==> src/design/texture_sampler_nearest_wrap_assert.svh <==
// Assertion macros for the texture sampler; they use clk_i and rst_ni of the including scope.
`ifndef TEXTURE_SAMPLER_NEAREST_WRAP_ASSERT_SVH
`define TEXTURE_SAMPLER_NEAREST_WRAP_ASSERT_SVH

// same-cycle implication
`define TSN_ASSERT_IMP(lbl, ante, cons, msg) \
  lbl: assert property (@(posedge clk_i) disable iff (!rst_ni) (ante) |-> (cons)) \
    else $error(msg);

// next-cycle implication
`define TSN_ASSERT_NXT(lbl, ante, cons, msg) \
  lbl: assert property (@(posedge clk_i) disable iff (!rst_ni) (ante) |=> (cons)) \
    else $error(msg);

`endif

==> src/design/tsn_pkg.sv <==
// Shared types and constants of the texture sampler.
package tsn_pkg;

  localparam int unsigned FRAC_BITS = 16;
  localparam int unsigned COORD_W   = 32;
  localparam int unsigned ADDR_W    = 16;
  localparam int unsigned DIM_W     = 9;
  localparam int unsigned CH_W      = 8;
  localparam int unsigned CFG_IDX_W = 2;

  localparam int unsigned CQ_DEPTH  = 4;
  localparam int unsigned CQ_PTR_W  = 2;
  localparam int unsigned CQ_CNT_W  = 3;
  localparam int unsigned OQ_DEPTH  = 4;
  localparam int unsigned OQ_PTR_W  = 2;
  localparam int unsigned OQ_CNT_W  = 3;

  typedef enum logic {
    MODE_LOAD   = 1'b0,
    MODE_SAMPLE = 1'b1
  } mode_e;

  typedef enum logic [CFG_IDX_W-1:0] {
    REG_TEX_WIDTH  = 2'd0,
    REG_TEX_HEIGHT = 2'd1
  } reg_idx_e;

  typedef struct packed {
    logic [CH_W-1:0] r;
    logic [CH_W-1:0] g;
    logic [CH_W-1:0] b;
  } rgb_t;

  localparam rgb_t CYAN = '{r: 8'h00, g: 8'hFF, b: 8'hFF};

  typedef struct packed {
    logic              is_load;
    logic              cyan;
    logic [ADDR_W-1:0] addr;
    rgb_t              rgb;
  } cmd_t;

  typedef struct packed {
    logic                not_empty;
    logic [CQ_CNT_W-1:0] count;
  } cq_stat_t;

  typedef struct packed {
    logic s1_valid;
    logic s2_valid;
  } fr_stat_t;

  typedef struct packed {
    logic [OQ_CNT_W-1:0] count;
  } oq_stat_t;

endpackage

==> src/design/tsn_cmd_queue.sv <==
// Short command queue between the front end and the texel store.
module tsn_cmd_queue (
  input  logic              clk_i,
  input  logic              rst_ni,
  input  logic              push_i,
  input  tsn_pkg::cmd_t     cmd_i,
  input  logic              pop_i,
  output tsn_pkg::cmd_t     cmd_o,
  output tsn_pkg::cq_stat_t stat_o
);
  import tsn_pkg::*;

  cmd_t                slot_q [CQ_DEPTH];
  logic [CQ_PTR_W-1:0] wr_ptr_q, rd_ptr_q;
  logic [CQ_CNT_W-1:0] count_q, count_d;

  always_comb begin
    count_d = count_q;
    if (push_i && !pop_i) count_d = count_q + CQ_CNT_W'(1);
    if (pop_i && !push_i) count_d = count_q - CQ_CNT_W'(1);
  end

  always_ff @(posedge clk_i or negedge rst_ni) begin
    if (!rst_ni) begin
      wr_ptr_q <= '0;
      rd_ptr_q <= '0;
      count_q  <= '0;
    end else begin
      if (push_i) wr_ptr_q <= wr_ptr_q + CQ_PTR_W'(1);
      if (pop_i)  rd_ptr_q <= rd_ptr_q + CQ_PTR_W'(1);
      count_q <= count_d;
    end
  end

  always_ff @(posedge clk_i) begin
    if (push_i) slot_q[wr_ptr_q] <= cmd_i;
  end

  assign cmd_o            = slot_q[rd_ptr_q];
  assign stat_o.count     = count_q;
  assign stat_o.not_empty = (count_q != '0);

endmodule

==> config.mk <==
export PLATFORM = sky130hd
export DESIGN_NAME = tsn_cmd_queue
export DESIGN_NICKNAME = d
export VERILOG_FILES = /design/src/design/texture_sampler_nearest_wrap_assert.svh /design/src/design/tsn_pkg.sv /design/src/design/tsn_cmd_queue.sv
export SDC_FILE = /design/constraint.sdc
export NUM_CORES = 1
export LEC_CHECK = 0
export ABC_CLOCK_PERIOD_IN_PS = 2900
export BUFFER_PORTS_ARGS = -buffer_cell sky130_fd_sc_hd__buf_4
export CAP_MARGIN = 15
export CORE_MARGIN = 4
export CORE_UTILIZATION = 56
export DETAILED_ROUTE_END_ITERATION = 10
export HOLD_SLACK_MARGIN = 0.05
export PLACE_DENSITY = 0.78
export SYNTH_ARGS = -nofsm -noshare
export SYNTH_HDL_FRONTEND = slang
export SYNTH_SLANG_ARGS = --single-unit
==> constraint.sdc <==
create_clock -name clk_i -period 2.9 [get_ports clk_i]
set_clock_uncertainty 0.15 [all_clocks]
set_input_delay 0.29 -clock clk_i [delete_from_list [all_inputs] [get_ports clk_i]]
set_output_delay 0.29 -clock clk_i [all_outputs]
set_load 0.05 [all_outputs]
==> results by group, run 1 <==
Run status
  – Outcome: finished, final reports clean

Worst setup path
  – Worst reg2reg path depth: 4
  – Reg2Reg Setup Slack: around 1.1 ns
  – FF-to-FF End: slot_q[0][23]$_DFFE_PP_
  – CP cell instances: buf_4, mux4_2, buf_4
  – Crit path max-delay family: flip-flops
  – Critical path's most frequent cell: buf_4
  – Worst setup SP type: register
  – Largest stage delay on the critical path: 0.78 ns
  – Buf+Inv Stages, Crit Path: 2
  – Reg-to-reg critical path startpoint: wr_ptr_q[0]$_DFFE_PN0P_
  – Setup Crit Path Kind: reg -> out
  – WP depth: 3
  – Slowest cell on crit path: dfrtp_4
  – CP max FO: 28
  – Critical Path End Type: output port
  – Crit path DAT: 2.22 ns
  – Worst EP required: 2.46 ns

Pwr
  – Sequential power share: 0.387
  – Clock Power Share: 0.220
  – Total power draw: around 9.4 mW
  – Internal power: 5.78 mW
  – Sw power: roughly 3.6 mW
  – Pwr dens: 1120 nW/um^2
  – Switching part of the total: 0.382
  – Comb pwr share: 0.393
  – Peak VDD IR: 0.00118 V
  – LEAKAGE: about 3 nW

Timing
  – Final min period: 2.66 ns
  – Final period util: 0.916
  – Final Hold Vio Count: 0
  – Setup ws final: 0.243 ns
  – RSZ-0062 raised after global routing: no
  – FMAX: around 380 MHz
  – Max_slew headroom: 0.615
  – Total negative setup slack: 0 ns
  – Final Max Tran Viols: 0
  – Final number of setup-violating endpoints: 0
  – Worst-margin pin slew: 0.578 ns
  – Hold slack final: approximately 0.35 ns

Clock network
  – Clk_lat worst skew: 0.42 ns
  – CTS buffer count: 17
  – Clock root buffer master: clkbuf_16
  – Clock net sink count: 175
  – CTS H-tree lvls: 4
  – Worst-path clk slew: 0.06 ns
  – CTS tree: built
  – Post-CTS sizing: 0
  – CTS Buffer Depth: 2

Min path
  – Hold_sp: count_q[2]$_DFFE_PN0P_
  – Worst hold-check path type: reg -> reg
  – WHS Endpoint: count_q[2]$_DFFE_PN0P_
  – Cell count of the worst hold path: 1

Place
  – DP Area: 7380 um^2
  – Dpl cells: 489
  – Post-DP HPWL: 7100 um
  – Routability congestion estimate: 0.667
  – Port-buffer cells: between 90 and 100
  – DP Worst Slack: 0.641 ns

Final layout
  – Share of layout cells above drive strength 1: 0.417
  – Area of the multi-input gates: 1160 um^2
  – FILL cells: 667
  – Area growth from synthesis to layout: 28.6%
  – Layout Utilization: 0.734
  – Most frequent cells in the layout: edfxtp_1 (168), buf_4 (98), dlygate4sd3_1 (46), mux4_2 (38), clkbuf_16 (17)
  – Storage cell area: between 5000 and 6000 um^2
  – Final Non-Filler Cells: 567
  – Nets: 463
  – Antenna diode count: 0
  – Final Cell Area: 8380 um^2
  – Commonest non-fill, non-tap cell in the layout: edfxtp_1

Detailed routing
  – Iter 0 DRT Violations: 204
  – Routed WL: 11600 um
  – TritonRoute pass-1 iters: 4
  – # DRC: 0
  – Final ANT Viol Nets: 0
  – Routed WL per cell: around 21 um
  – DR vias/cell: 5.44
  – Via count: 3087

Global route
  – Largest net degree at the start of global routing: 29
  – Vias in the first global route: 3415
  – GRT overflow: 0
  – First-pass GRT wire length: 18100 um
  – Total Routing Usage GR: 0.189
  – Initial antenna violation count: 0

Logic synthesis
  – Yosys cell types: 18
  – Average size of a mapped cell: 25.5 um^2
  – Ys Warns: 0
  – Seq/Total Area, Yosys: 0.802
  – Post-Synthesis Cell Area: 6510 um^2
  – Mapped Nets: 307
  – Register bit total from synthesis: 175
  – Cells after Synth: 255

Floorplanning
  – Die Area: between 10000 and 15000 um^2
  – Initial core utilization: 0.570
  – # IOs: 92
  – Core area: 11400 um^2
  – Row count: 39
  – Die width: 116 um
  – Die height: between 100 and 150 um

Job
  – Max_cap viols: 0
## worst max-delay path by stage
stage	slack, ns	from	endpoint
after floorplan	0.71	wr_ptr_q[0]$_DFFE_PN0P_	slot_q[2][0]$_DFFE_PP_
after global placement	0.66	rd_ptr_q[0]$_DFFE_PN0P_	cmd_o[25]
after detailed placement	0.64	rd_ptr_q[0]$_DFFE_PN0P_	cmd_o[5]
after CTS	0.17	rd_ptr_q[0]$_DFFE_PN0P_	cmd_o[5]
after global routing	0.09	rd_ptr_q[0]$_DFFE_PN0P_	cmd_o[33]
final	0.24	rd_ptr_q[0]$_DFFE_PN0P_	cmd_o[33]
## sequential cells by signal (all words and copies together), names as in the netlist
register,count
slot_q,168
count_q,3
rd_ptr_q,2
wr_ptr_q,2
## power groups by stage
| stage | registers (mW) | logic (mW) | clock network (mW) |
|---|---|---|---|
| finish | 3.62 | 3.68 | 2.05 |
| global route | 3.68 | 3.86 | 2.21 |
| CTS | 3.64 | 3.72 | 2.09 |
| detailed placement | 3.69 | 3.66 | 0 |
| global placement | 3.65 | 3.63 | 0 |
| floorplan | 3.54 | 2.80 | 0 |
## logic make-up after synthesis
logic type,share of synthesized area
flops,0.802
buf+inv,0.0213
compound gates,0.000768
simple gates,0.00653
fa+ha+maj,0.0127
mux,0.149
xor+xnor,0.00807
## cell usage after synthesis
cell type / instances / share of area
ha_1: 5 / 0.0096
mux2i_1: 1 / 0.0015
dfrtp_1: 7 / 0.027
mux4_1: 4 / 0.016
buf_6: 1 / 0.0017
buf_12: 4 / 0.012
buf_2: 5 / 0.0038
or3_1: 1 / 0.00096
xnor2_1: 2 / 0.0027
and2_1: 4 / 0.0038
nand2_1: 2 / 0.0012
inv_1: 6 / 0.0035
mux4_2: 38 / 0.13
nor2_1: 1 / 0.00058
o21ai_0: 1 / 0.00077
edfxtp_1: 168 / 0.77
xor2_1: 4 / 0.0054
fa_1: 1 / 0.0031
## cell type report
class / count / share of cell area
clock buffer: 17 / 0.0508
multi-input combinational: 64 / 0.138
tap: 143 / 0.0214
inverter: 6 / 0.00269
clock inverter: 15 / 0.0131
sequential: 175 / 0.624
timing repair buffer: 147 / 0.150
## metal layers
layer | global-route usage | wire [um]
met1 | 0.233 | 4620
met4 | 0.0603 | 132
met3 | 0.0736 | 719
met2 | 0.312 | 6160
met5 | 0 | 0
## worst reg2reg max path, stage by stage, from the launching register on
cell and delay (ns):
dfrtp_1 0.42, inv_1 0.10, ha_1 0.14, and2_2 0.35, buf_4 0.37
## timing repair
action                    in CTS  in global routing
hold buffers                  46                  0
hold endpoints to repair     179                  0
buffers inserted               0                  0
No activity file was read; power rests on OpenSTA's default activity.
==> run 2, diff against run 1 <==
- BUFFER_PORTS_ARGS: -buffer_cell sky130_fd_sc_hd__buf_4 -> default
- CORE_UTILIZATION: 56 -> 60
- DONT_BUFFER_PORTS: default -> 1
- PLACE_DENSITY: 0.78 -> 0.76
==> run 2 against run 1 <==
Against the previous run:
- core utilization rose by 0.95 points
- global-route usage rose by 0.77 points
- wire length fell by 3.3%
- fmax fell by 0.24%
- critical endpoint is now cmd_o[19]
- highest routed layer unchanged
- via count fell by 9.6%
==> results by group, run 2 (synthesis gave the netlist of run 1 again) <==
Worst setup path
  – Worst setup SP type: register (unchanged)
  – Slowest cell on crit path: mux4_2 (was dfrtp_4)
  – CP cell instances: buf_4, mux4_2 (was buf_4, mux4_2, buf_4)
  – Crit path max-delay family: multiplexers (was flip-flops)
  – Critical Path Sink: cmd_o[19] (was cmd_o[33])
  – Crit path DAT: 2.22 ns (about the same)
  – CP max FO: 15 (was 28)
  – Reg2Reg Setup Slack: 0.89 ns (was 1.05 ns)
  – Worst EP required: 2.46 ns (about the same)
  – Critical Path End Type: output port (unchanged)
  – Buf+Inv Stages, Crit Path: 1 (was 2)
  – Setup crit start: rd_ptr_q[0]$_DFFE_PN0P_ (unchanged)
  – Worst reg2reg path depth: 5 (was 4)
  – WP depth: 2 (was 3)
  – Setup Crit Path Kind: reg -> out (unchanged)
  – Largest stage delay on the critical path: 0.72 ns (was 0.78 ns)
  – FF-to-FF End: count_q[2]$_DFFE_PN0P_ (was slot_q[0][23]$_DFFE_PP_)
  – Reg-to-reg critical path startpoint: count_q[1]$_DFFE_PN0P_ (was wr_ptr_q[0]$_DFFE_PN0P_)

Detailed routing
  – Via count: 2790 (was 3087)
  – Iter 0 DRT Violations: 169 (was 204)
  – Final ANT Viol Nets: 0 (unchanged)
  – Routed WL: 11200 um (was 11600 um)
  – TritonRoute pass-1 iters: 5 (was 4)
  – Routed WL per cell: 24.1 um (was 20.5 um)
  – # DRC: 0 (unchanged)
  – DR vias/cell: 5.97 (was 5.44)

Clock network
  – CTS Buffer Depth: 2 (unchanged)
  – Worst-path clk slew: 0.07 ns (was 0.06 ns)
  – CTS tree: built (unchanged)
  – Post-CTS sizing: 0 (unchanged)
  – Clk_lat worst skew: 0.51 ns (was 0.42 ns)
  – CTS H-tree lvls: 4 (unchanged)
  – CTS buffer count: 17 (unchanged)
  – Clock root buffer master: clkbuf_8 (was clkbuf_16)
  – Clock net sink count: 175 (unchanged)

Pwr
  – Comb pwr share: 0.342 (was 0.393)
  – Clock Power Share: 0.254 (was 0.220)
  – Pwr dens: 1160 nW/um^2 (was 1120 nW/um^2)
  – LEAKAGE: 2.58 nW (was 3.00 nW)
  – Sw power: 3.42 mW (was 3.58 mW)
  – Total power draw: 9.00 mW (was 9.35 mW)
  – Internal power: 5.58 mW (was 5.78 mW)
  – Switching part of the total: 0.380 (was 0.382)
  – Sequential power share: 0.404 (was 0.387)
  – Peak VDD IR: 0.000639 V (was 0.00118 V)

Timing
  – Final min period: 2.66 ns (about the same)
  – FMAX: 376 MHz (about the same)
  – Final number of setup-violating endpoints: 0 (unchanged)
  – Max_slew headroom: 0.606 (was 0.615)
  – Final period util: 0.918 (was 0.916)
  – Final Max Tran Viols: 0 (unchanged)
  – Total negative setup slack: 0 ns (unchanged)
  – Final Hold Vio Count: 0 (unchanged)
  – RSZ-0062 raised after global routing: no (unchanged)
  – Setup ws final: 0.237 ns (was 0.243 ns)
  – Worst-margin pin slew: 0.591 ns (was 0.578 ns)

Final layout
  – Share of layout cells above drive strength 1: 0.245 (was 0.417)
  – Commonest non-fill, non-tap cell in the layout: edfxtp_1 (unchanged)
  – Nets: 370 (was 463)
  – Antenna diode count: 0 (unchanged)
  – Final Cell Area: 7770 um^2 (was 8380 um^2)
  – Largest regs: slot_q (168), count_q (3) (unchanged)
  – Largest register FFs: 168 (unchanged)
  – Register name with the most flops: slot_q (unchanged)
  – Most frequent cells in the layout: edfxtp_1 (168), dlygate4sd3_1 (46), mux4_2 (38), clkbuf_16 (16) (was edfxtp_1 (168), buf_4 (98), dlygate4sd3_1 (46), mux4_2 (38), clkbuf_16 (17))
  – Layout Utilization: 0.743 (was 0.734)
  – Area growth from synthesis to layout: 19.4% (was 28.6%)

Job
  – Max_cap viols: 0 (unchanged)

Global route
  – GRT overflow: 0 (unchanged)
  – Total Routing Usage GR: 0.197 (was 0.189)
  – Vias in the first global route: 3060 (was 3415)
  – Largest net degree at the start of global routing: 27 (was 29)
  – First-pass GRT wire length: 18000 um (was 18100 um)
  – Initial antenna violation count: 0 (unchanged)

Place
  – Port-buffer cells: 0 (was 91)
  – Routability congestion estimate: 0.671 (was 0.667)
  – DP Area: 6710 um^2 (was 7380 um^2)
  – DP Worst Slack: 0.728 ns (was 0.641 ns)
  – Post-DP HPWL: 6820 um (was 7100 um)

Floorplanning
  – Core area: 10500 um^2 (was 11400 um^2)
  – Die height: 112 um (was 116 um)
  – Initial core utilization: 0.622 (was 0.570)
  – Die width: 112 um (was 116 um)
  – Row count: 37 (was 39)
  – Die Area: 12600 um^2 (was 13400 um^2)
  – # IOs: 92 (unchanged)

Min path
  – Worst hold-check path type: in -> reg (was reg -> reg)
  – Hold_sp: push_i (was count_q[2]$_DFFE_PN0P_)

Run status
  – Outcome: finished, final reports clean (unchanged)
[run 2: cell types whose count changed in the layout (fill, tap and decap cells not counted), moves of 2 or more]
cell and change:
buf_12 +3, buf_4 -96, bufinv_16 +4, clkinv_1 +2
clkinv_2 -4, inv_6 -2
[run 2: timing repair]
action                                 CTS  global route
hold buffers                            46             0
buffers inserted                         0             0
endpoints found under the hold margin  182             0
[run 2: worst min-delay path by stage]
stage	to	slack, ns	cells after the start
floorplan	count_q[0]$_DFFE_PN0P_	-0.16	0
global placement	wr_ptr_q[0]$_DFFE_PN0P_	-0.16	0
detailed placement	wr_ptr_q[0]$_DFFE_PN0P_	-0.16	0
CTS	slot_q[2][25]$_DFFE_PP_	0.15	1
global route	slot_q[2][24]$_DFFE_PP_	0.17	1
finish	slot_q[2][25]$_DFFE_PP_	0.18	1
[run 2: per-layer routing]
layer / global-route usage / routed length (um) / vias up
met1: 0.250 / 4470 / 1474
met4: 0.0537 / 146 / 0
met3: 0.0717 / 730 / 15
met5: 0 / 0 / -
li1: - / - / 1206
met2: 0.325 / 5900 / 95
[run 2: power groups by stage]
stage          combinational (mW)  clock (mW)  sequential, mW
2_1_floorplan                2.80           0            3.54
3_3_place_gp                 3.00           0            3.66
3_5_place_dp                 3.03           0            3.69
4_1_cts                      3.13        2.32            3.64
5_1_grt                      3.23        2.48            3.68
6_report                     3.08        2.29            3.64
[run 2: layout make-up]
| cell class | instances | area, um^2 |
|---|---|---|
| Timing Repair Buffer | 54 | 596 |
| Clock buffer | 18 | 418 |
| Fill cell | 592 | 2690 |
| Multi-Input combinational cell | 64 | 1160 |
| Sequential cell | 175 | 5220 |
| Inverter | 6 | 22.5 |
| Clock inverter | 14 | 188 |
| Tap cell | 136 | 170 |
[run 2: metrics by stage]
step | hold slack (ns) | instances
2_1_floorplan | -0.156 | 255
3_3_place_gp | -0.155 | 389
3_5_place_dp | -0.155 | 389
4_1_cts | 0.146 | 467
5_1_grt | 0.172 | 467
6_report | 0.176 | 467
