`src/design/texture_sampler_nearest_wrap_assert.svh`:
```
// Assertion macros for the texture sampler; they use clk_i and rst_ni of the including scope.
`ifndef TEXTURE_SAMPLER_NEAREST_WRAP_ASSERT_SVH
`define TEXTURE_SAMPLER_NEAREST_WRAP_ASSERT_SVH

// same-cycle implication
`define TSN_ASSERT_IMP(lbl, ante, cons, msg) \
  lbl: assert property (@(posedge clk_i) disable iff (!rst_ni) (ante) |-> (cons)) \
    else $error(msg);

// next-cycle implication
`define TSN_ASSERT_NXT(lbl, ante, cons, msg) \
  lbl: assert property (@(posedge clk_i) disable iff (!rst_ni) (ante) |=> (cons)) \
    else $error(msg);

`endif

```
`src/design/tsn_pkg.sv`:
```
// Shared types and constants of the texture sampler.
package tsn_pkg;

  localparam int unsigned FRAC_BITS = 16;
  localparam int unsigned COORD_W   = 32;
  localparam int unsigned ADDR_W    = 16;
  localparam int unsigned DIM_W     = 9;
  localparam int unsigned CH_W      = 8;
  localparam int unsigned CFG_IDX_W = 2;

  localparam int unsigned CQ_DEPTH  = 4;
  localparam int unsigned CQ_PTR_W  = 2;
  localparam int unsigned CQ_CNT_W  = 3;
  localparam int unsigned OQ_DEPTH  = 4;
  localparam int unsigned OQ_PTR_W  = 2;
  localparam int unsigned OQ_CNT_W  = 3;

  typedef enum logic {
    MODE_LOAD   = 1'b0,
    MODE_SAMPLE = 1'b1
  } mode_e;

  typedef enum logic [CFG_IDX_W-1:0] {
    REG_TEX_WIDTH  = 2'd0,
    REG_TEX_HEIGHT = 2'd1
  } reg_idx_e;

  typedef struct packed {
    logic [CH_W-1:0] r;
    logic [CH_W-1:0] g;
    logic [CH_W-1:0] b;
  } rgb_t;

  localparam rgb_t CYAN = '{r: 8'h00, g: 8'hFF, b: 8'hFF};

  typedef struct packed {
    logic              is_load;
    logic              cyan;
    logic [ADDR_W-1:0] addr;
    rgb_t              rgb;
  } cmd_t;

  typedef struct packed {
    logic                not_empty;
    logic [CQ_CNT_W-1:0] count;
  } cq_stat_t;

  typedef struct packed {
    logic s1_valid;
    logic s2_valid;
  } fr_stat_t;

  typedef struct packed {
    logic [OQ_CNT_W-1:0] count;
  } oq_stat_t;

endpackage

```
`src/design/tsn_front.sv`:
```
// Front end: config registers, request intake, wrap and texel address computation.
module tsn_front (
  input  logic                             clk_i,
  input  logic                             rst_ni,
  input  logic                             cfg_we_i,
  input  logic [tsn_pkg::CFG_IDX_W-1:0]    cfg_idx_i,
  input  logic [tsn_pkg::DIM_W-1:0]        cfg_data_i,
  input  logic                             push_i,
  output logic                             full_o,
  input  logic                             mode_i,
  input  logic [tsn_pkg::ADDR_W-1:0]       texel_index_i,
  input  logic [tsn_pkg::CH_W-1:0]         load_red_i,
  input  logic [tsn_pkg::CH_W-1:0]         load_green_i,
  input  logic [tsn_pkg::CH_W-1:0]         load_blue_i,
  input  logic signed [tsn_pkg::COORD_W-1:0] u_coord_i,
  input  logic signed [tsn_pkg::COORD_W-1:0] v_coord_i,
  input  tsn_pkg::cq_stat_t                cq_stat_i,
  output logic                             cmd_valid_o,
  output tsn_pkg::cmd_t                    cmd_o,
  output tsn_pkg::fr_stat_t                stat_o
);
  import tsn_pkg::*;

  logic [DIM_W-1:0] tex_width_q, tex_height_q;

  logic [FRAC_BITS-1:0]       fu, fv;
  logic [FRAC_BITS:0]         fv_inv;
  logic [DIM_W-1:0]           w_m1, h_m1;
  logic [FRAC_BITS+DIM_W-1:0] col_prod;
  logic [FRAC_BITS+DIM_W:0]   row_prod;
  logic [CQ_CNT_W-1:0]        credit;
  logic                       accept;

  logic                s1_valid_q, s1_load_q, s1_cyan_q;
  logic [ADDR_W-1:0]   s1_idx_q;
  rgb_t                s1_rgb_q;
  logic [DIM_W-1:0]    s1_col_q, s1_row_q;

  logic                s2_valid_q;
  cmd_t                s2_cmd_q, s2_cmd_d;
  logic [2*DIM_W-1:0]  addr_sum;

  always_ff @(posedge clk_i or negedge rst_ni) begin
    if (!rst_ni) begin
      tex_width_q  <= '0;
      tex_height_q <= '0;
    end else if (cfg_we_i) begin
      case (reg_idx_e'(cfg_idx_i))
        REG_TEX_WIDTH:  tex_width_q  <= cfg_data_i;
        REG_TEX_HEIGHT: tex_height_q <= cfg_data_i;
        default: ;
      endcase
    end
  end

  // queue entries plus everything still in the two stages
  assign credit = cq_stat_i.count + CQ_CNT_W'(s1_valid_q) + CQ_CNT_W'(s2_valid_q);
  assign full_o = credit >= CQ_CNT_W'(CQ_DEPTH);
  assign accept = push_i && !full_o;

  // fraction bits are the repeat wrap, negative values included
  assign fu     = u_coord_i[FRAC_BITS-1:0];
  assign fv     = v_coord_i[FRAC_BITS-1:0];
  assign fv_inv = {1'b1, {FRAC_BITS{1'b0}}} - {1'b0, fv};
  assign w_m1   = tex_width_q - DIM_W'(1);
  assign h_m1   = tex_height_q - DIM_W'(1);

  assign col_prod = (FRAC_BITS+DIM_W)'(fu) * (FRAC_BITS+DIM_W)'(w_m1);
  assign row_prod = (FRAC_BITS+DIM_W+1)'(fv_inv) * (FRAC_BITS+DIM_W+1)'(h_m1);

  always_ff @(posedge clk_i or negedge rst_ni) begin
    if (!rst_ni) begin
      s1_valid_q <= 1'b0;
    end else begin
      s1_valid_q <= accept;
    end
  end

  always_ff @(posedge clk_i) begin
    if (accept) begin
      s1_load_q <= (mode_e'(mode_i) == MODE_LOAD);
      s1_cyan_q <= (tex_width_q == '0) || (tex_height_q == '0);
      s1_idx_q  <= texel_index_i;
      s1_rgb_q  <= '{r: load_red_i, g: load_green_i, b: load_blue_i};
      s1_col_q  <= col_prod[FRAC_BITS+DIM_W-1:FRAC_BITS];
      s1_row_q  <= row_prod[FRAC_BITS+DIM_W-1:FRAC_BITS];
    end
  end

  // row*width+col, wrapped to the store size
  assign addr_sum = (2*DIM_W)'(s1_row_q) * (2*DIM_W)'(tex_width_q) + (2*DIM_W)'(s1_col_q);

  always_comb begin
    s2_cmd_d.is_load = s1_load_q;
    s2_cmd_d.cyan    = !s1_load_q && s1_cyan_q;
    s2_cmd_d.addr    = s1_load_q ? s1_idx_q : addr_sum[ADDR_W-1:0];
    s2_cmd_d.rgb     = s1_rgb_q;
  end

  always_ff @(posedge clk_i or negedge rst_ni) begin
    if (!rst_ni) begin
      s2_valid_q <= 1'b0;
    end else begin
      s2_valid_q <= s1_valid_q;
    end
  end

  always_ff @(posedge clk_i) begin
    if (s1_valid_q) begin
      s2_cmd_q <= s2_cmd_d;
    end
  end

  assign cmd_valid_o     = s2_valid_q;
  assign cmd_o           = s2_cmd_q;
  assign stat_o.s1_valid = s1_valid_q;
  assign stat_o.s2_valid = s2_valid_q;

endmodule

```
`config.mk`:
```
export PLATFORM = sky130hd
export DESIGN_NAME = tsn_front
export DESIGN_NICKNAME = d
export VERILOG_FILES = /design/src/design/texture_sampler_nearest_wrap_assert.svh /design/src/design/tsn_pkg.sv /design/src/design/tsn_front.sv
export SDC_FILE = /design/constraint.sdc
export NUM_CORES = 1
export LEC_CHECK = 0
export BUFFER_PORTS_ARGS = -buffer_cell sky130_fd_sc_hd__buf_2
export CAP_MARGIN = 20
export CORE_AREA = 2 2 190 192
export CTS_CLUSTER_DIAMETER = 40
export DETAILED_ROUTE_END_ITERATION = 16
export DIE_AREA = 0 0 192 194
export MAX_ROUTING_LAYER = met4
export PLACE_DENSITY = 0.68
export SLEW_MARGIN = 20
export SYNTH_ARGS = -nofsm -noshare
export SYNTH_HDL_FRONTEND = slang
export SYNTH_SLANG_ARGS = --single-unit
```
`constraint.sdc`:
```
create_clock -name clk_i -period 17 [get_ports clk_i]
set_input_delay 3.4 -clock clk_i [delete_from_list [all_inputs] [get_ports clk_i]]
set_output_delay 3.4 -clock clk_i [all_outputs]
set_load 0.1 [all_outputs]
```
==> metrics.md, run 1 <==
| Metric | Value |
|---|---|
| Outcome | completed |
| Peak Freq | 0.106 GHz |
| Worst-Skew Late Latency | 420 ps |
| Crit Path Class | primary input to flip-flop |
| Grt ovf | 0 |
| Routed Antenna Nets | 0 |
| Area Overhead vs Synth | 11.6% |
| PortBufs | 136 |
| Final setup viols | 0 |
| WL/cell | 15.4 um |
| Count of cell types in the netlist | 63 |
| Vias | 10600 |
| Initial antenna violation count | 0 |
| Multi-input logic area | 10800 sq um |
| Post-synth EDFFs | 102 |
| Vias in the first global route | 11300 |
| Maximum fanout along the worst path | 6 |
| Global-route wire length before repair | 54200 um |
| Slew @ Worst Pin | 1050 ps |
| Top-area cell type share of the netlist area | 0.328 |
| Residual DRC count | 0 |
| Hold crit path type | flip-flop to flip-flop |
| Final Critical Period | 9470 ps |
| Ys async rst share | 0.164 |
| Mapped Cells | 1526 |
| Drt total wl | 32700 um |
| Skew final | 6.94 ps |
| Worst Setup End Kind | flip-flop |
| Via density | 4.99 |
| Die width | 192 um |
| CTS tree | yes |
| Die Y | 194 um |
| Avg Synthesized Cell Area | 10.2 sq um |
| Register area | 3560 sq um |
| NumNets Final | 2160 |
| RSZ-0062 raised after global routing | no |
| Yosys warning count | 0 |
| Die area | 37200 sq um |
| Yosys top cell by area | fa_1 |
| Min-delay src | s1_rgb_q[10]$_DFFE_PP_ |
| Worst EP arrival | 9650 ps |
| Critical path required time | 17170 ps |
| Syn nets | 2035 |
| Worst reg2reg startpoint | tex_width_q[0]$_DFFE_PN0P_ |
| # hold bufs at CTS | 0 |
| CORE AREA | 35200 sq um |
| Clock buffer count from CTS | 17 |
| #FFs+latches synth | 122 |
| Iteration-0 DRC count of the detailed router | 440 |
| Total Routing Usage GR | 0.188 |
| Commonest non-fill, non-tap cells in the layout | inv_1 (305), fa_1 (256), buf_2 (136) |
| Pre-CTS WS | 7070 ps |
| Max-cap violation count | 0 |
| Post-synth top flop | edfxtp_1 |
| Most common cell after layout, fill and taps aside | inv_1 |
| Initial core utilization | 0.444 |
| Layout cells sized above 1 | 0.143 |
| HPWL after DPL | 25700 um |
| Post-route insts no fill | 2126 |
| Hold Fails Final Rpt | 0 |
| TNS Setup | 0 ps |
| PostCTS Resize Cnt | 0 |
| R2R setup slack | 9640 ps |
| Hold Crit Depth | 0 |
| Clock tree buffer depth | 2 |
| Fin util | 0.495 |
| CTS clk-pin slew, worst paths | 60 ps |
| Sequential-to-total area share from yosys stat | 0.228 |
| Hold EP | cmd_o[10]$_DFFE_PP_ |
| Largest net degree at the start of global routing | 45 |
| Area of the mapped netlist | 15600 sq um |
| R2R cell count | 21 |
| Htree depth | 4 |
| Placed instance count | 2093 |
| Tcrit/Tclk final | 0.557 |
| Startpoint Class | primary input |
| Fillers | 3247 |
| 1st-pass router iterations | 5 |
| Largest cells by area after synthesis | fa_1 (33%), edfxtp_1 (20%), ha_1 (10%), inv_1 (7.3%), nor2b_1 (4.0%) |
| Clk sinks | 122 |
| Fin worst setup slack | 7530 ps |
| Num rows | 69 |
| R2r endpoint | s1_col_q[8]$_DFFE_PP_ |
| Top Ports | 170 |
| Fin. max-slew vios | 0 |
| CTS root buf | clkbuf_16 |
| Rel. slew slack | 0.299 |
| Post-CTS Setup Bufs | 0 |
| RD Place Congestion | 0.848 |
==> metrics by stage <==
step	hold WS (ps)	instance area [sq um]
finish	417	17400
global route	424	17400
CTS	419	17400
detailed placement	405	16900
global placement	400	16900
floorplan	400	15600
==> per-layer routing <==
| layer | share of wire | global-route usage | vias to the layer above |
|---|---|---|---|
| met4 | 0.016 | 0.0534 | 0 |
| met2 | 0.49 | 0.317 | 255 |
| met1 | 0.44 | 0.237 | 5353 |
| li1 | - | - | 4956 |
| met3 | 0.051 | 0.0239 | 45 |
| met5 | 0 | - | - |
==> cell families after synthesis <==
family,share of synthesized area
simple gates,0.161
fa+ha+maj,0.431
buf+inv,0.0834
flops,0.228
compound gates,0.0453
xor+xnor,0.0364
mux,0.0143
==> registers in the layout (all words and copies together) (netlist names) <==
register and cells:
tex_width_q 9, tex_height_q 9, cmd_o 42, s1_load_q 1, cmd_valid_o 1, s1_valid_q 1, s1_idx_q 16, s1_cyan_q 1
s1_row_q 9, s1_col_q 9, s1_rgb_q 24
==> how the worst max path moves through the flow <==
stage,end,from,depth (start not counted)
after global routing,s1_row_q[8]$_DFFE_PP_,v_coord_i[2],24
after floorplan,s1_row_q[8]$_DFFE_PP_,v_coord_i[8],22
after detailed placement,s1_row_q[8]$_DFFE_PP_,v_coord_i[2],24
final,s1_row_q[8]$_DFFE_PP_,v_coord_i[2],24
after global placement,s1_row_q[8]$_DFFE_PP_,v_coord_i[8],23
after CTS,s1_row_q[8]$_DFFE_PP_,v_coord_i[2],24
==> cells in the mapped netlist, types with 2 or more instances <==
| cell | count |
|---|---|
| fa_1 | 256 |
| nand4_1 | 4 |
| nand3_1 | 4 |
| or3b_1 | 2 |
| nand2_1 | 118 |
| o21ai_1 | 5 |
| ha_1 | 129 |
| a21oi_1 | 23 |
| nand2b_1 | 66 |
| or2_1 | 5 |
| o22ai_1 | 2 |
| a21o_1 | 8 |
| and3_1 | 2 |
| or2_2 | 13 |
| a21o_2 | 2 |
| o21ai_0 | 21 |
| nor3_1 | 13 |
| a21oi_2 | 2 |
| or3_1 | 8 |
| o31ai_1 | 3 |
| and2_1 | 34 |
| edfxtp_1 | 102 |
| o211ai_1 | 4 |
| mux2_2 | 19 |
| xnor2_1 | 33 |
| nor2b_1 | 99 |
| nand3b_1 | 2 |
| a211oi_1 | 3 |
| xor2_1 | 32 |
| nor2_1 | 105 |
| clkbuf_1 | 36 |
| o21a_1 | 10 |
| dfrtp_1 | 20 |
| buf_4 | 2 |
| nor3b_1 | 4 |
| nor4_1 | 4 |
| inv_1 | 305 |
==> cell type report <==
class                           instances  area share
Inverter                              305      0.0656
Tap cell                              461      0.0331
Clock buffer                           18      0.0246
Timing Repair Buffer                  146      0.0433
Sequential cell                       122       0.204
Multi-Input combinational cell       1059       0.621
Antenna cell                            1    0.000143
Clock inverter                         14     0.00789
==> worst max-delay path: stages <==
cell and delay, ps:
buf_2 120, nor2_2 140, nand3b_1 150, nor3_1 360, nand2_1 130, or3_1 380
xor2_1 590, nand2_1 170, fa_1 560, inv_1 50, fa_1 490, fa_1 540
inv_1 40, fa_1 480, inv_1 40, ha_1 320, and3_1 220, nand4_1 120
a2bb2oi_2 180, o211ai_2 170, o311a_4 350, a311o_2 420, a21oi_2 150, xnor2_1 70
Power of run 1 is not shown: default switching activity piles up to over one toggle a cycle in this logic, so the estimate is an artifact.
==> inputs of run 2 (changes only) <==
==> constraint.sdc (replaced) <==
create_clock -name clk_i -period 8.95 [get_ports clk_i]
set_input_delay 1.79 -clock clk_i [delete_from_list [all_inputs] [get_ports clk_i]]
set_output_delay 1.79 -clock clk_i [all_outputs]
set_load 0.1 [all_outputs]
==> run 2 against run 1 <==
Net effect: non-clock buffer count unchanged; final cell count unchanged; critical path depth down 1; via count down 0.66%.
==> metrics.md, run 2 (synthesis results as in run 1) <==
| Metric | Value |
|---|---|
| Outcome | completed (unchanged) |
| Grt ovf | 0 (unchanged) |
| Area Overhead vs Synth | 11.7% (was 11.6%) |
| CORE AREA | 35200 sq um (unchanged) |
| Residual DRC count | 0 (unchanged) |
| Max-cap violation count | 0 (unchanged) |
| Clock buffer count from CTS | 17 (unchanged) |
| Vias | 10500 (was 10600) |
| Initial antenna violation count | 1 (was 0) |
| Slew @ Worst Pin | 1040 ps (was 1050 ps) |
| Iteration-0 DRC count of the detailed router | 374 (was 440) |
| Most common cell after layout, fill and taps aside | inv_1 (unchanged) |
| PostCTS Resize Cnt | 0 (unchanged) |
| Worst-Skew Late Latency | 410 ps (was 420 ps) |
| Largest net degree at the start of global routing | 62 (was 45) |
| Die area | 37200 sq um (unchanged) |
| Crit Path Class | primary input to flip-flop (unchanged) |
| Post-CTS Setup Bufs | 0 (unchanged) |
| Worst Setup End Kind | flip-flop (unchanged) |
| Vias in the first global route | 11200 (was 11300) |
| RD Place Congestion | 0.853 (was 0.848) |
| Post-Layout Inst Area | 17500 sq um (was 17400 sq um) |
| Die Y | 194 um (unchanged) |
| CTS root buf | clkbuf_16 (unchanged) |
| Rel. slew slack | 0.305 (was 0.299) |
| Pre-CTS WS | 678 ps (was 7070 ps) |
| TNS Setup | 0 ps (unchanged) |
| Critical path required time | 9110 ps (was 17170 ps) |
| HPWL after DPL | 25600 um (was 25700 um) |
| Grt met2 use | 0.318 (was 0.317) |
| GRT Max-Usage Layer | met2 (unchanged) |
| Drt total wl | 32600 um (was 32700 um) |
| Global-route wire length before repair | 55100 um (was 54200 um) |
| CTS clk-pin slew, worst paths | 60 ps (about the same) |
| Startpoint Class | primary input (unchanged) |
| 1st-pass router iterations | 5 (unchanged) |
| Clk sinks | 122 (unchanged) |
| Worst EP arrival | 7950 ps (was 9650 ps) |
| Hold crit path type | flip-flop to flip-flop (unchanged) |
| Multi-input logic area | 10800 sq um (about the same) |
| Hold Fails Final Rpt | 0 (unchanged) |
| Placed Instance Area | 16900 sq um (about the same) |
| Maximum fanout along the worst path | 6 (unchanged) |
| Layout cells sized above 1 | 0.144 (was 0.143) |
| Commonest non-fill, non-tap cells in the layout | inv_1 (305), fa_1 (256), buf_2 (136) (unchanged) |
| RSZ-0062 raised after global routing | no (unchanged) |
| Routed Antenna Nets | 0 (unchanged) |
| Skew final | 11.0 ps (was 6.94 ps) |
| Initial core utilization | 0.444 (unchanged) |
| Fin. max-slew vios | 0 (unchanged) |
| Htree depth | 4 (unchanged) |
| # hold bufs at CTS | 0 (unchanged) |
| M3 GR Usage | 0.0255 (was 0.0239) |
| Final Critical Period | 7780 ps |
| Register area | 3560 sq um (unchanged) |
| WL/cell | 15.4 um (about the same) |
| Fillers | 3229 (was 3247) |
| Die width | 192 um (unchanged) |
| Via density | 4.96 (was 4.99) |
| Final setup viols | 0 (unchanged) |
| Fin worst setup slack | 1170 ps (was 7530 ps) |
| Tcrit/Tclk final | 0.870 |
| Largest register FFs | 42 (unchanged) |
| CTS tree | yes (unchanged) |
| Peak Freq | 0.128 GHz |
| Clock tree buffer depth | 2 (unchanged) |
| Top Ports | 170 (unchanged) |
| Num rows | 69 (unchanged) |
| NumNets Final | 2160 (unchanged) |
| PortBufs | 136 (unchanged) |
| Met1 usage | 0.249 (was 0.237) |
| Total Routing Usage GR | 0.189 (was 0.188) |
| Fin util | 0.496 (was 0.495) |
[run 2: cell types whose count changed in the layout (fill, tap and decap cells not counted), sizes merged]
cell	previous run	this run
clkbuf	18	17
clkinv	6	1
inv	311	315
clkinvlp	1	3
[run 2: path summary, 6_finish.rpt]
kind	start	to	slack, ps	depth (start not counted)
max	v_coord_i[8]	s1_row_q[8]$_DFFE_PP_	1170	23
min	s1_rgb_q[17]$_DFFE_PP_	cmd_o[17]$_DFFE_PP_	420	0
max reg2reg	tex_width_q[0]$_DFFE_PN0P_	s1_col_q[8]$_DFFE_PP_	1930	22
min reg2reg	s1_rgb_q[17]$_DFFE_PP_	cmd_o[17]$_DFFE_PP_	420	0
max in group asynchronous	rst_ni	s1_valid_q$_DFF_PN0_	7290	1
min in group asynchronous	rst_ni	s1_valid_q$_DFF_PN0_	1320	1
[run 2: layer usage]
| metal | wire length (um) | share of wire |
|---|---|---|
| met1 | 14900 | 0.46 |
| met2 | 15900 | 0.49 |
| met3 | 1560 | 0.048 |
| met4 | 257 | 0.0079 |
| met5 | 0 | 0 |
[run 2: critical path, stage by stage]
cell,delay [ps]
buf_2,110
or3_1,360
nor3_1,320
nand2_1,130
or3_1,380
xor2_1,480
nand2_1,160
fa_1,560
inv_1,50
fa_1,480
fa_1,540
inv_1,50
fa_1,470
inv_1,40
ha_1,320
and3_1,230
nand4_1,130
a2bb2oi_2,170
o211ai_2,160
o311a_4,350
a311o_2,430
a21oi_2,160
xnor2_1,70
[run 2: layout make-up]
| type | count | share of cell area |
|---|---|---|
| diodes | 1 | 0.000143 |
| multi-input cells | 1059 | 0.621 |
| flip-flops and latches | 122 | 0.204 |
| repair buffers | 146 | 0.0433 |
| clock buffers | 17 | 0.0244 |
| inverters | 305 | 0.0656 |
| clock inverters | 15 | 0.00874 |
| well taps | 461 | 0.0330 |
[run 2: through the flow]
step / hold slack [ps] / instances
CTS: 418 / 2125
global route: 423 / 2126
finish: 417 / 2126
global placement: 400 / 2093
detailed placement: 405 / 2093
floorplan: 400 / 1526
Power of run 2 is left out for the same reason.
==> inputs of run 3 (changes only) <==
--- a/config.mk
+++ b/config.mk
@@ -8,7 +8,7 @@
 export BUFFER_PORTS_ARGS = -buffer_cell sky130_fd_sc_hd__buf_2
 export CAP_MARGIN = 20
 export CORE_AREA = 2 2 190 192
-export CTS_CLUSTER_DIAMETER = 40
+export CTS_CLUSTER_DIAMETER = 50
 export DETAILED_ROUTE_END_ITERATION = 16
 export DIE_AREA = 0 0 192 194
 export MAX_ROUTING_LAYER = met4
==> constraint.sdc (replaced) <==
create_clock -name clk_i -period 9 [get_ports clk_i]
set_input_delay 1.8 -clock clk_i [delete_from_list [all_inputs] [get_ports clk_i]]
set_output_delay 1.8 -clock clk_i [all_outputs]
set_load 0.1 [all_outputs]
==> run 3 against run 2 <==
Net effect: global-route usage is 0.18 points higher; synthesized area stayed put; synthesized cell count stayed put; the flow now stops in 5_2_route.
==> metrics.md, run 3 <==
| Metric | Value |
|---|---|
| Largest cells by area after synthesis | fa_1 (33%), edfxtp_1 (20%), ha_1 (10%), inv_1 (7.3%), nor2b_1 (4.0%) (unchanged) |
| Sequential-to-total area share from yosys stat | 0.228 (unchanged) |
| Outcome | stopped before the end (was completed) |
| Die width | 192 um (unchanged) |
| Clock tree buffer depth | 2 (unchanged) |
| #FFs+latches synth | 122 (unchanged) |
| Post-synth top flop | edfxtp_1 (unchanged) |
| Total Routing Usage GR | 0.191 (was 0.189) |
| Yosys warning count | 0 (unchanged) |
| Htree depth | 4 (unchanged) |
| Most numerous cell in the Yosys netlist | inv_1 (unchanged) |
| Global-route wire length before repair | 55400 um (was 55100 um) |
| # hold bufs at CTS | 0 (unchanged) |
| Grt ovf | 0 (unchanged) |
| Vias in the first global route | 11300 (was 11200) |
| Ys async rst share | 0.164 (unchanged) |
| PostCTS Resize Cnt | 0 (unchanged) |
| CTS root buf | clkbuf_16 (unchanged) |
| Largest net degree at the start of global routing | 48 (was 62) |
| Mapped Cells | 1526 (unchanged) |
| Top cells by instance count after synthesis | inv_1 (305), fa_1 (256), ha_1 (129), nand2_1 (118), nor2_1 (105) (unchanged) |
| Count of cell types in the netlist | 63 (unchanged) |
| Avg Synthesized Cell Area | 10.2 sq um (unchanged) |
| Placed instance count | 2093 (unchanged) |
| Initial antenna violation count | 0 (was 1) |
| Top Ports | 170 (unchanged) |
| Top-area cell type share of the netlist area | 0.328 (unchanged) |
| PortBufs | 136 (unchanged) |
| Initial core utilization | 0.444 (unchanged) |
| RD Place Congestion | 0.853 (about the same) |
| Area of the mapped netlist | 15600 sq um (unchanged) |
| Yosys top cell by area | fa_1 (unchanged) |
| Clock buffer count from CTS | 17 (unchanged) |
| Clk sinks | 122 (unchanged) |
| Post-CTS Setup Bufs | 0 (unchanged) |
| Num rows | 69 (unchanged) |
| Post-synth EDFFs | 102 (unchanged) |
| Syn nets | 2035 (unchanged) |
| Error | [ERROR DRT-0255] Maze Route cannot find path of net clk_i in worker of routeBox ( 144900 0 ) ( 192000 48300 ). |
| Exit stage | 5_2_route |
| HPWL after DPL | 25600 um (about the same) |
| Die Y | 194 um (unchanged) |
-- run 3: cell counts after synthesis --
Identical to the previous run, type by type.
-- run 3: logic make-up after synthesis --
family / synth area share
compound gates: 0.0453
simple gates: 0.161
fa+ha+maj: 0.431
mux: 0.0143
buf+inv: 0.0834
flops: 0.228
xor+xnor: 0.0364
-- run 3: per-layer routing --
layer,GRT usage
met4,0.0433
met2,0.314
met1,0.255
met3,0.0219
met5,-
-- run 3: stage by stage --
stage / setup WS, ps / utilization / hold slack (ps) / instance area, sq um
after global routing: 856 / 0.497 / 417 / 17500
after CTS: 1220 / 0.497 / 418 / 17500
after detailed placement: 758 / 0.479 / 405 / 16900
after global placement: 811 / 0.479 / 401 / 16900
after floorplan: 1420 / - / 400 / 15600
==> inputs of run 4 (changes only) <==
--- a/config.mk
+++ b/config.mk
@@ -7,12 +7,10 @@
 export LEC_CHECK = 0
 export BUFFER_PORTS_ARGS = -buffer_cell sky130_fd_sc_hd__buf_2
 export CAP_MARGIN = 20
-export CORE_AREA = 2 2 190 192
-export CTS_CLUSTER_DIAMETER = 50
+export CORE_AREA = 2 2 232 234
 export DETAILED_ROUTE_END_ITERATION = 16
-export DIE_AREA = 0 0 192 194
-export MAX_ROUTING_LAYER = met4
-export PLACE_DENSITY = 0.68
+export DIE_AREA = 0 0 234 236
+export PLACE_DENSITY_LB_ADDON = 0.15
 export SLEW_MARGIN = 20
 export SYNTH_ARGS = -nofsm -noshare
 export SYNTH_HDL_FRONTEND = slang
==> run 4 against run 3 <==
Net effect: the flow now finishes without violations; global-route usage fell by 5.0 points.
==> metrics.md, run 4 (synthesis results as in run 1) <==
| Metric | Value |
|---|---|
| PostCTS Resize Cnt | 0 (unchanged) |
| Initial core utilization | 0.294 (was 0.444) |
| RSZ-0062 raised after global routing | no |
| Grt ovf | 0 (unchanged) |
| Maximum fanout along the worst path | 9 |
| Final Critical Period | 7570 ps |
| Crit Path Class | primary input to flip-flop |
| Most common cell after layout, fill and taps aside | inv_1 |
| Die Y | 236 um (was 194 um) |
| CP startpoint | v_coord_i[0] |
| Min-delay src | s1_rgb_q[2]$_DFFE_PP_ |
| Worst Setup End Kind | flip-flop |
| Outcome | completed (was stopped before the end) |
| CTS root buf | clkbuf_16 (unchanged) |
| Hold Fails Final Rpt | 0 |
| Clk sinks | 122 (unchanged) |
| Max-cap violation count | 0 |
| Via density | 4.37 |
| Area Overhead vs Synth | 14.3% |
| Rel. slew slack | 0.296 |
| CTS clk-pin slew, worst paths | 60 ps |
| CTS tree | yes |
| Critical path required time | 9170 ps |
| Worst-Skew Late Latency | 430 ps |
| 1st-pass router iterations | 4 |
| Clock buffer count from CTS | 17 (unchanged) |
| WL/cell | 15.6 um |
| Drt total wl | 37100 um |
| Initial antenna violation count | 1 (was 0) |
| HPWL after DPL | 29500 um (was 25600 um) |
| Htree depth | 4 (unchanged) |
| Startpoint Class | primary input |
| Iteration-0 DRC count of the detailed router | 416 |
| Num rows | 85 (was 69) |
| Worst EP arrival | 7740 ps |
| TNS Setup | 0 ps |
| Die area | 55200 sq um |
| CORE AREA | 53100 sq um |
| Commonest non-fill, non-tap cells in the layout | inv_1 (305), fa_1 (256), buf_2 (136) |
| Total Routing Usage GR | 0.141 (was 0.191) |
| Vias in the first global route | 11200 (was 11300) |
| Hold crit path type | flip-flop to flip-flop |
| R2R cell count | 22 |
| # hold bufs at CTS | 0 (unchanged) |
| Ant. Diodes | 0 |
| Global-route wire length before repair | 61400 um (was 55400 um) |
| Final setup viols | 0 |
| Top Ports | 170 (unchanged) |
| Clock tree buffer depth | 2 (unchanged) |
| Largest register FFs | 42 |
| Worst reg2reg startpoint | tex_height_q[0]$_DFFE_PN0P_ |
| PortBufs | 136 (unchanged) |
| Vias | 10400 |
| Residual DRC count | 0 |
| Post-CTS Setup Bufs | 0 (unchanged) |
| Slew @ Worst Pin | 1060 ps |
| Hold Crit Depth | 0 |
| NumNets Final | 2172 |
| Layout cells sized above 1 | 0.149 |
| Skew final | 14.8 ps |
| Peak Freq | 0.132 GHz |
| Fin. max-slew vios | 0 |
| Die width | 234 um (was 192 um) |
| Largest net degree at the start of global routing | 62 (was 48) |
| Tcrit/Tclk final | 0.842 |
| RD Place Congestion | 0.777 (was 0.853) |
| Routed Antenna Nets | 0 |
-- run 4: worst max-delay path: stages --
cell and delay [ps]:
buf_2 150, inv_1 230, ha_1 280, nor3b_2 250, nand2b_1 140, or3b_1 580
nand2b_1 240, fa_1 560, inv_1 70, fa_1 480, fa_1 560, inv_1 50
fa_1 470, inv_1 40, ha_1 320, o21a_1 210, a2bb2oi_2 150, o211ai_2 150
o311a_4 350, a311o_2 420, a21oi_2 160, xnor2_1 70
-- run 4: worst paths after layout --
check	end	slack, ps
min in group asynchronous	tex_height_q[0]$_DFFE_PN0P_	1330
max in group asynchronous	s1_valid_q$_DFF_PN0_	7310
min	cmd_o[2]$_DFFE_PP_	410
max	s1_row_q[8]$_DFFE_PP_	1430
max reg2reg	s1_row_q[8]$_DFFE_PP_	1850
min reg2reg	cmd_o[2]$_DFFE_PP_	410
-- run 4: layer usage --
layer / vias up / GRT usage / wire (um)
met5: - / 0 / 10
li1: 4975 / - / -
met3: 18 / 0.0179 / 1020
met1: 5233 / 0.203 / 18400
met2: 134 / 0.231 / 17400
met4: 2 / 0.0188 / 215
-- run 4: final cells by class --
| class | instances | area [sq um] |
|---|---|---|
| fill | 5491 | 35200 |
| multi-input combinational | 1059 | 10800 |
| sequential | 122 | 3560 |
| inverter | 305 | 1140 |
| tap | 696 | 871 |
| timing repair buffer | 158 | 853 |
| clock buffer | 17 | 425 |
| clock inverter | 15 | 176 |
-- run 4: per-stage QoR --
step / cell area, sq um / setup WS [ps] / hold WS [ps] / utilization / cells
2_1_floorplan: 15600 / 1420 / 400 / - / 1526
3_3_place_gp: 17200 / 948 / 400 / 0.325 / 2338
3_5_place_dp: 17200 / 949 / 405 / 0.325 / 2338
4_1_cts: 17800 / 1390 / 419 / 0.336 / 2370
5_1_grt: 17900 / 1000 / 420 / 0.336 / 2372
6_report: 17900 / 1430 / 415 / 0.336 / 2372
Power of run 4 is left out for the same reason.
